===== src/sv/union_move_find_sets_top_defines.svh =====
// Assertion helpers for the union/move/find-sets engine.
`ifndef UNION_MOVE_FIND_SETS_TOP_DEFINES_SVH
`define UNION_MOVE_FIND_SETS_TOP_DEFINES_SVH

// Same-cycle implication, checked out of reset.
`define UMFS_ASSERT_NOW(lbl, ante, cons, msg) \
    lbl: assert property (@(posedge aclk) disable iff (!aresetn) (ante) |-> (cons)) \
        else $error(msg);

// Next-cycle implication, checked out of reset.
`define UMFS_ASSERT_NEXT(lbl, ante, cons, msg) \
    lbl: assert property (@(posedge aclk) disable iff (!aresetn) (ante) |=> (cons)) \
        else $error(msg);

`endif


===== src/sv/umfs_pkg.sv =====
package umfs_pkg;

    localparam int ElemW  = 11;
    localparam int CountW = 11;
    localparam int SumW   = 20;
    localparam int StCntW = 32;

    // input action codes
    localparam logic [1:0] ACT_UNION = 2'd0;
    localparam logic [1:0] ACT_MOVE  = 2'd1;
    localparam logic [1:0] ACT_QUERY = 2'd2;
    localparam logic [1:0] ACT_CLEAR = 2'd3;

    // classified command codes
    localparam logic [2:0] OP_UNION = 3'd0;
    localparam logic [2:0] OP_MOVE  = 3'd1;
    localparam logic [2:0] OP_QUERY = 3'd2;
    localparam logic [2:0] OP_CLEAR = 3'd3;
    localparam logic [2:0] OP_BAD   = 3'd4;

    typedef struct packed {
        logic [2:0]       op;
        logic [ElemW-1:0] p;
        logic [ElemW-1:0] q;
    } umfs_cmd_t;

endpackage


===== src/sv/umfs_front.sv =====
module umfs_front #(
    parameter int AddrW = 11
) (
    input  logic                         aclk,
    input  logic                         aresetn,
    input  logic [AddrW-1:0]             active_n,
    input  logic                         s_valid,
    output logic                         s_ready,
    input  logic [1:0]                   s_action,
    input  logic [umfs_pkg::ElemW-1:0]   s_first_element,
    input  logic [umfs_pkg::ElemW-1:0]   s_second_element,
    output logic                         q_valid,
    output umfs_pkg::umfs_cmd_t          q_cmd,
    input  logic                         q_pop
);

    localparam int NW = (AddrW > umfs_pkg::ElemW) ? AddrW : umfs_pkg::ElemW;

    umfs_pkg::umfs_cmd_t fifo_reg [2];
    logic                wptr_reg, wptr_next;
    logic                rptr_reg, rptr_next;
    logic [1:0]          cnt_reg, cnt_next;
    logic                push;
    logic                p_ok, q_ok;
    logic [NW-1:0]       n_ext, p_ext, q_ext;
    umfs_pkg::umfs_cmd_t cmd;

    assign n_ext = NW'(active_n);
    assign p_ext = NW'(s_first_element);
    assign q_ext = NW'(s_second_element);
    assign p_ok  = (p_ext != '0) && (p_ext <= n_ext);
    assign q_ok  = (q_ext != '0) && (q_ext <= n_ext);

    always_comb begin
        cmd.p  = s_first_element;
        cmd.q  = s_second_element;
        cmd.op = umfs_pkg::OP_BAD;
        push   = 1'b1;
        unique case (s_action)
            umfs_pkg::ACT_CLEAR: begin
                cmd.op = umfs_pkg::OP_CLEAR;
                // nothing to clear with no elements in use
                push   = (active_n != '0);
            end
            umfs_pkg::ACT_QUERY: begin
                if (p_ok) cmd.op = umfs_pkg::OP_QUERY;
            end
            umfs_pkg::ACT_MOVE: begin
                if (p_ok && q_ok) cmd.op = umfs_pkg::OP_MOVE;
            end
            default: begin
                if (p_ok && q_ok) cmd.op = umfs_pkg::OP_UNION;
            end
        endcase
    end

    assign s_ready = (cnt_reg != 2'd2);
    assign q_valid = (cnt_reg != 2'd0);
    assign q_cmd   = fifo_reg[rptr_reg];

    always_comb begin
        wptr_next = wptr_reg;
        rptr_next = rptr_reg;
        cnt_next  = cnt_reg;
        if (s_valid && s_ready && push) begin
            wptr_next = ~wptr_reg;
            cnt_next  = cnt_next + 2'd1;
        end
        if (q_pop && q_valid) begin
            rptr_next = ~rptr_reg;
            cnt_next  = cnt_next - 2'd1;
        end
    end

    always_ff @(posedge aclk) begin
        if (!aresetn) begin
            wptr_reg <= 1'b0;
            rptr_reg <= 1'b0;
            cnt_reg  <= 2'd0;
        end else begin
            wptr_reg <= wptr_next;
            rptr_reg <= rptr_next;
            cnt_reg  <= cnt_next;
        end
    end

    always_ff @(posedge aclk) begin
        if (s_valid && s_ready && push) begin
            fifo_reg[wptr_reg] <= cmd;
        end
    end

endmodule


===== config.mk =====
export PLATFORM = sky130hd
export DESIGN_NAME = umfs_front
export DESIGN_NICKNAME = d
export VERILOG_FILES = /design/src/sv/union_move_find_sets_top_defines.svh /design/src/sv/umfs_pkg.sv /design/src/sv/umfs_front.sv
export SDC_FILE = /design/constraint.sdc
export NUM_CORES = 1
export LEC_CHECK = 0
export CORE_MARGIN = 8
export CORE_UTILIZATION = 40
export CTS_BUF_LIST = sky130_fd_sc_hd__clkbuf_4 sky130_fd_sc_hd__clkbuf_8 sky130_fd_sc_hd__clkbuf_16
export CTS_CLUSTER_DIAMETER = 80
export DETAILED_ROUTE_END_ITERATION = 12
export DONT_BUFFER_PORTS = 1
export HOLD_SLACK_MARGIN = 0.06
export MAX_ROUTING_LAYER = met4
export PLACE_DENSITY = 0.6
export SYNTH_ARGS = -nofsm -noshare
export SYNTH_HDL_FRONTEND = slang
export SYNTH_SLANG_ARGS = --single-unit
export TNS_END_PERCENT = 5

===== constraint.sdc =====
create_clock -name aclk -period 2.2 [get_ports aclk]
set_input_delay 0.33 -clock aclk [delete_from_list [all_inputs] [get_ports aclk]]
set_output_delay 0.33 -clock aclk [all_outputs]
set_load 0.01 [all_outputs]

==> summary.txt, run 1 <==
Outcome - completed
Final Non-Filler Cells - 280
Netlist cell types - 28
Post-synthesis mux area share - 0.1057
Stages on worst setup path - 8
Drt first pass iters - 4
Initial antenna violation count - 0
Largest cells by area after synthesis - edfxtp_1 (56%), ha_1 (11%), mux2_2 (11%)
DRT Wirelength - 5429 µm
Post-route ant nets - 0
Crit path kind - in2reg
RSZ-0062 raised after global routing - no
DR vias - 1,541
Combinational family with the most area after synthesis - adder cells
CP max stage delay - 0.38 ns
Drc violations - 0
Power density over the cells - 947.5 mW/mm²
Pleak - 0.001064 µW
Number of global-route vias before repair - 1,615
Post-synthesis register bit count - 55
IO Count - 66
Share of cells above drive strength 1 - 0.1921
H-Tree Depth - 2
Drt via density - 5.504
Post-synth top flop - edfxtp_1
Post-CTS Setup Inserts - 0
Clock Skew - 0.008898 ns
Yosys warnings - 0
NumNets Final - 265
TritonCTS clock tree - done
Die width - 97.61 µm
Synth Net Count - 256
Reg2reg setup slack - 0.54 ns
WP data arrival - 2.00 ns
Largest net degree at the start of global routing - 26
Sequential area share after synthesis - 0.6012
CTS Root Cell - clkbuf_8
Crit-path max FO - 3
Setup crit end kind - register
Post-Syn Area - 0.002664 mm²
Critical path origin - active_n[6]
GRT overflow - 0
Area share of fa/ha/maj cells after synthesis - 0.1127
Die Ht - 97.61 µm
First-pass GRT wire length - 8611 µm
P&R area growth vs syn - 8.877%
Gpl congestion - 0.8379
Yosys top cell area share - 0.5636
Antenna cell count - 0
Die area - 0.009527 mm²
DRT iter0 DRCs - 57
Async SR Flop Fraction - 0
Wirelength per Cell - 19.39 µm
Max cap viols - 0
Worst reg2reg path depth - 6
Largest register FFs - 50
Clk_lat worst skew - 0.30 ns
Period utilization - 0.8873
Slew Viols, Final - 0
Worst-path clk slew - 0.10 ns
EDFF count, synth - 50
Cts hold-fix bufs - 0
Core area - 0.006386 mm²
Worst Hold Class - in2reg
Final setup vio count - 0
CTS buffer count - 5
Hold Crit Start - s_first_element[2]
Startpoint Class - primary input
FF-to-FF End - fifo_reg[0][12]
Post_cts resized - 0
Slew at the pin closest to its max-slew limit - 0.3665 ns
Final Cell Area - 0.002900 mm²
Detail Placement HPWL - 4273 µm
Most used cell, CP - o21ai_0
Initial Util - 0.4171
Fin crit period - 1.952 ns
Post-layout util - 0.4542
CTS Sinks - 55
Dpl cell area - 0.002816 mm²
End point of the critical path - fifo_reg[1][24]
Syn avg cell area - 13.80 µm²
Max Buffers Root-to-Sink - 2
Post-Place Cells - 272
Cells after Synth - 193
Crit path max-delay family - compound AO/OA/AOI/OAI gates
VDD IR-drop max - 0.4897 mV
CP Cell Sequence - inv_1 > ha_1 > a21oi_1 > o21ai_0 > a2111oi_0 > o21ai_0 > a211oi_1 > nor2_1
Worst Path Required - 2.24 ns
Hold Violations, Final - 0
Total power - 2748 µW
I/O Buffers - 0
Site Rows - 29
Peak Freq - 512.3 MHz
Setup TNS - 0 ns
R2r startpoint - cnt_reg[0]
GRT Util Overall - 0.1185
Most area-hungry cell type in the Yosys netlist - edfxtp_1
CP Buf/Inv Count - 1
Synth Area in XOR/XNOR - 0.01644
Synth Area in Compound Gates - 0.05543
Filler Cell Count - 579
Slew margin rel. - 0.7542
Crit path max-delay cell type - a2111oi_0
Post-synthesis simple-gate area fraction - 0.07750
[power by group]
part / internal [µW] / switching [µW] / leakage (µW)
combinational: 371 / 470 / 0.000516
clock: 217 / 307 / 0.0000392
sequential: 1340 / 46.0 / 0.000508
[Yosys cell counts (2+ instances only)]
cell type / n
dfxtp_1: 5
o21a_1: 2
nand4_1: 4
a211oi_1: 4
o21ai_0: 6
mux2_2: 25
edfxtp_1: 50
a21oi_1: 8
nor2b_1: 2
inv_1: 19
nor4_1: 6
ha_1: 24
nand3_1: 4
xnor2_1: 4
nand2_1: 7
and2_1: 4
buf_1: 2
nor3_1: 4
nor2_1: 4
[kinds of logic after synthesis]
logic type | after synthesis
DFF | 55
and+or+nand+nor | 38
xor gates and xnor gates | 5
AOI/OAI and AO/OA | 24
adders and majority gates | 24
buffers and inverters | 22
muxes | 25
[through the flow]
step / worst slack [ns] / hold WS (ns)
floorplan: -0.1410 / 0.4289
global placement: 0.1083 / 0.4292
detailed placement: -0.05640 / 0.4291
CTS: 0.2737 / 0.1059
global route: 0.07042 / 0.09762
finish: 0.2480 / 0.1156
[worst min path at each step]
stage,endpoint,cells after the start
2_1_floorplan,fifo_reg[0][0],0
3_3_place_gp,fifo_reg[0][1],0
3_5_place_dp,fifo_reg[1][13],0
4_1_cts,fifo_reg[1][11],0
5_1_grt,fifo_reg[1][13],0
6_report,fifo_reg[1][13],0
[routing by layer]
layer	GRT usage	routed length (µm)
met4	0.03497	69
met5	-	0
met3	0.05903	617
met2	0.1888	2525
met1	0.1267	2217
[final cells by class]
cell class / count / area, µm² / share of cell area
multi-input cells: 116 / 984.7 / 0.3395
flip-flops and latches: 55 / 1602 / 0.5522
clock inverters: 3 / 15.01 / 0.005177
well taps: 77 / 96.34 / 0.03322
repair buffers: 5 / 62.56 / 0.02157
clock buffers: 5 / 68.82 / 0.02373
inverters: 19 / 71.32 / 0.02459
[cells in the final DEF, fill, tap and decap left out, types with 2 or more instances in the layout]
cell type,n
a211oi_1,4
a21oi_1,8
and2_1,4
buf_12,2
buf_4,3
clkbuf_8,5
clkinv_1,2
dfxtp_1,5
edfxtp_1,50
ha_1,24
inv_1,19
mux2_2,25
nand2_1,7
nand3_1,4
nand4_1,4
nor2_1,2
nor2_2,2
nor2b_1,2
nor3_1,4
nor4_1,6
o21a_1,2
o21ai_0,6
xnor2_1,4
No activity file was read; power rests on OpenSTA's default activity.
==> run 2: changes to the inputs <==
==> constraint.sdc (replaced) <==
create_clock -name aclk -period 1.7 [get_ports aclk]
set_input_delay 0.255 -clock aclk [delete_from_list [all_inputs] [get_ports aclk]]
set_output_delay 0.255 -clock aclk [all_outputs]
set_load 0.01 [all_outputs]
==> summary.txt, run 2 (same netlist as run 1, synthesis figures left out) <==
H-Tree Depth - 2 (unchanged)
Antenna cell count - 0 (unchanged)
Clock network power share - 0.184 (-0.007)
Period utilization - 0.9402
Clock Skew - 0.006862 ns (-0.002036 ns)
Slew Viols, Final - 0 (unchanged)
Die Ht - 97.61 µm (unchanged)
Drt via density - 5.348 (-2.8%)
IO Count - 66 (unchanged)
Stages on worst setup path - 8 (unchanged)
Largest net degree at the start of global routing - 18 (-31%)
Worst Path Required - 1.76 ns (-0.48 ns)
P&R area growth vs syn - 26.30%
TritonCTS clock tree - done
GRT Util Overall - 0.1300 (+0.01152)
Pleak - 0.001251 µW (+18%)
Share of cells above drive strength 1 - 0.2769 (+0.08474)
Power density over the cells - 1121 mW/mm² (+18%)
Net Switching - 1145 µW (+39%)
CP max stage delay - 0.34 ns (-0.04 ns)
DRT iter0 DRCs - 57 (unchanged)
End point of the critical path - fifo_reg[1][24]
R2r startpoint - cnt_reg[0]
Gpl congestion - 0.7640 (-8.8%)
Drc violations - 0 (unchanged)
Crit path kind - in2reg
Startpoint Class - primary input
Internal - 2625 µW (+36%)
Detail Placement HPWL - 4493 µm (+5.1%)
Number of global-route vias before repair - 1,797 (+11%)
Worst Slack Setup Final - 0.1016 ns (-0.1464 ns)
Gate power share - 0.342 (+0.036)
Crit path max-delay family - compound AO/OA/AOI/OAI gates
Wirelength per Cell - 19.18 µm (-1.1%)
Final setup vio count - 0 (unchanged)
Slew margin rel. - 0.7740 (+0.01986)
Crit-path max FO - 2 (-1)
CTS Root Cell - clkbuf_8
Reg2reg setup slack - 0.14 ns (-0.40 ns)
CTS Sinks - 55 (unchanged)
Core area - 0.006386 mm² (unchanged)
Setup crit end kind - register
I/O Buffers - 0 (unchanged)
Hold Crit Depth - 1 (+1)
Area occupied by multi-input gates - 0.001069 mm² (+8.5%)
Peak Freq - 625.6 MHz
Final Non-Filler Cells - 319 (+14%)
Switch share - 0.3037 (+0.004421)
Max cap viols - 0 (unchanged)
Critical path origin - active_n[5]
Post-route ant nets - 0 (unchanged)
Post-Place Cells - 288 (+5.9%)
Site Rows - 29 (unchanged)
Most frequent cells in the layout - edfxtp_1 (50), mux2_2 (25), dlygate4sd3_1 (23)
Max Buffers Root-to-Sink - 2 (unchanged)
Crit path max-delay cell type - a2111oi_2
Setup TNS - 0 ns (unchanged)
VDD IR-drop max - 0.6950 mV (+42%)
Clk_lat worst skew - 0.30 ns (about the same)
Slew at the pin closest to its max-slew limit - 0.3383 ns (-0.02828 ns)
Largest register FFs - 50 (unchanged)
Hold Violations, Final - 0 (unchanged)
WP data arrival - 1.65 ns (-0.35 ns)
Worst reg2reg path depth - 6 (unchanged)
FF-to-FF End - fifo_reg[0][16]
CP Cell Sequence - inv_1 > ha_1 > nand4_1 > a211oi_1 > a2111oi_2 > o21ai_1 > a211oi_2 > nor2_1
Initial Util - 0.4171 (unchanged)
NumNets Final - 304 (+15%)
Post-CTS Setup Inserts - 0 (unchanged)
Worst-path clk slew - 0.09 ns (about the same)
CTS buffer count - 5 (unchanged)
DR vias - 1,706 (+11%)
Die width - 97.61 µm (unchanged)
Seq pwr share - 0.474 (-0.030)
CP Buf/Inv Count - 1 (unchanged)
Hold Slack - 0.07086 ns (-0.04477 ns)
Initial antenna violation count - 0 (unchanged)
Worst Hold Class - in2reg
GRT overflow - 0 (unchanged)
Drt first pass iters - 4 (unchanged)
Pre-CTS WS - -0.3789 ns (-0.3225 ns)
First-pass GRT wire length - 9522 µm (+11%)
Hold Crit Start - aresetn
Fin crit period - 1.598 ns
Commonest non-fill, non-tap cell in the layout - edfxtp_1
Post-layout util - 0.5268 (+0.07269)
Register area - 0.001602 mm² (unchanged)
Filler Cell Count - 556 (-4.0%)
Outcome - completed
DRT Wirelength - 6119 µm (+13%)
Die area - 0.009527 mm² (unchanged)
[run 2: cell types whose count changed in the layout (fill, tap and decap cells not counted), sizes merged]
cell         change
buf             +16
dlygate4sd3     +23
[run 2: power by group through the flow]
stage	combinational, µW	clock [µW]	sequential (µW)
3_5_place_dp	1240	0	1820
2_1_floorplan	876	0	1810
3_3_place_gp	1220	0	1810
4_1_cts	1300	714	1790
6_report	1290	694	1790
5_1_grt	1420	760	1810
[run 2: worst reg2reg max path, stage by stage (launching register included)]
cell and delay [ns]:
dfxtp_1 0.35, inv_1 0.09, ha_1 0.21, inv_1 0.08, nand3_2 0.11, nor2_2 0.25
buf_12 0.19
[run 2: how the worst min path moves through the flow]
stage                            endpoint  slack (ns)
after floorplan            fifo_reg[0][0]        0.35
after global routing           cnt_reg[0]        0.06
after detailed placement  fifo_reg[0][14]        0.35
after global placement    fifo_reg[1][17]        0.35
after CTS                        register        0.06
final                            register        0.07
[run 2: through the flow]
stage	instance area (µm²)	total power [µW]
after floorplan	2669	2682
after global placement	2962	3038
after detailed placement	2962	3057
after CTS	3276	3802
after global routing	3364	3989
final	3364	3770
[run 2: area by class of cell]
class,instances,share of cell area
Tap cell,77,0.02864
Clock inverter,3,0.005950
Timing Repair Buffer,44,0.1302
Clock buffer,5,0.02045
Sequential cell,55,0.4760
Multi-Input combinational cell,116,0.3176
Inverter,19,0.02120
[run 2: layer usage]
layer,part of all wire,track usage
met1,0.43,0.1540
met2,0.48,0.2100
met3,0.087,0.03983
met4,0.0067,0.03147
met5,0,-
[run 2: timing repair]
item | CTS | global route
hold buffers | 22 | 1
hold endpoints to repair | 44 | 2
setup endpoints to repair | 2 | 6
pin swaps | 0 | 7
resized for setup | 2 | 15
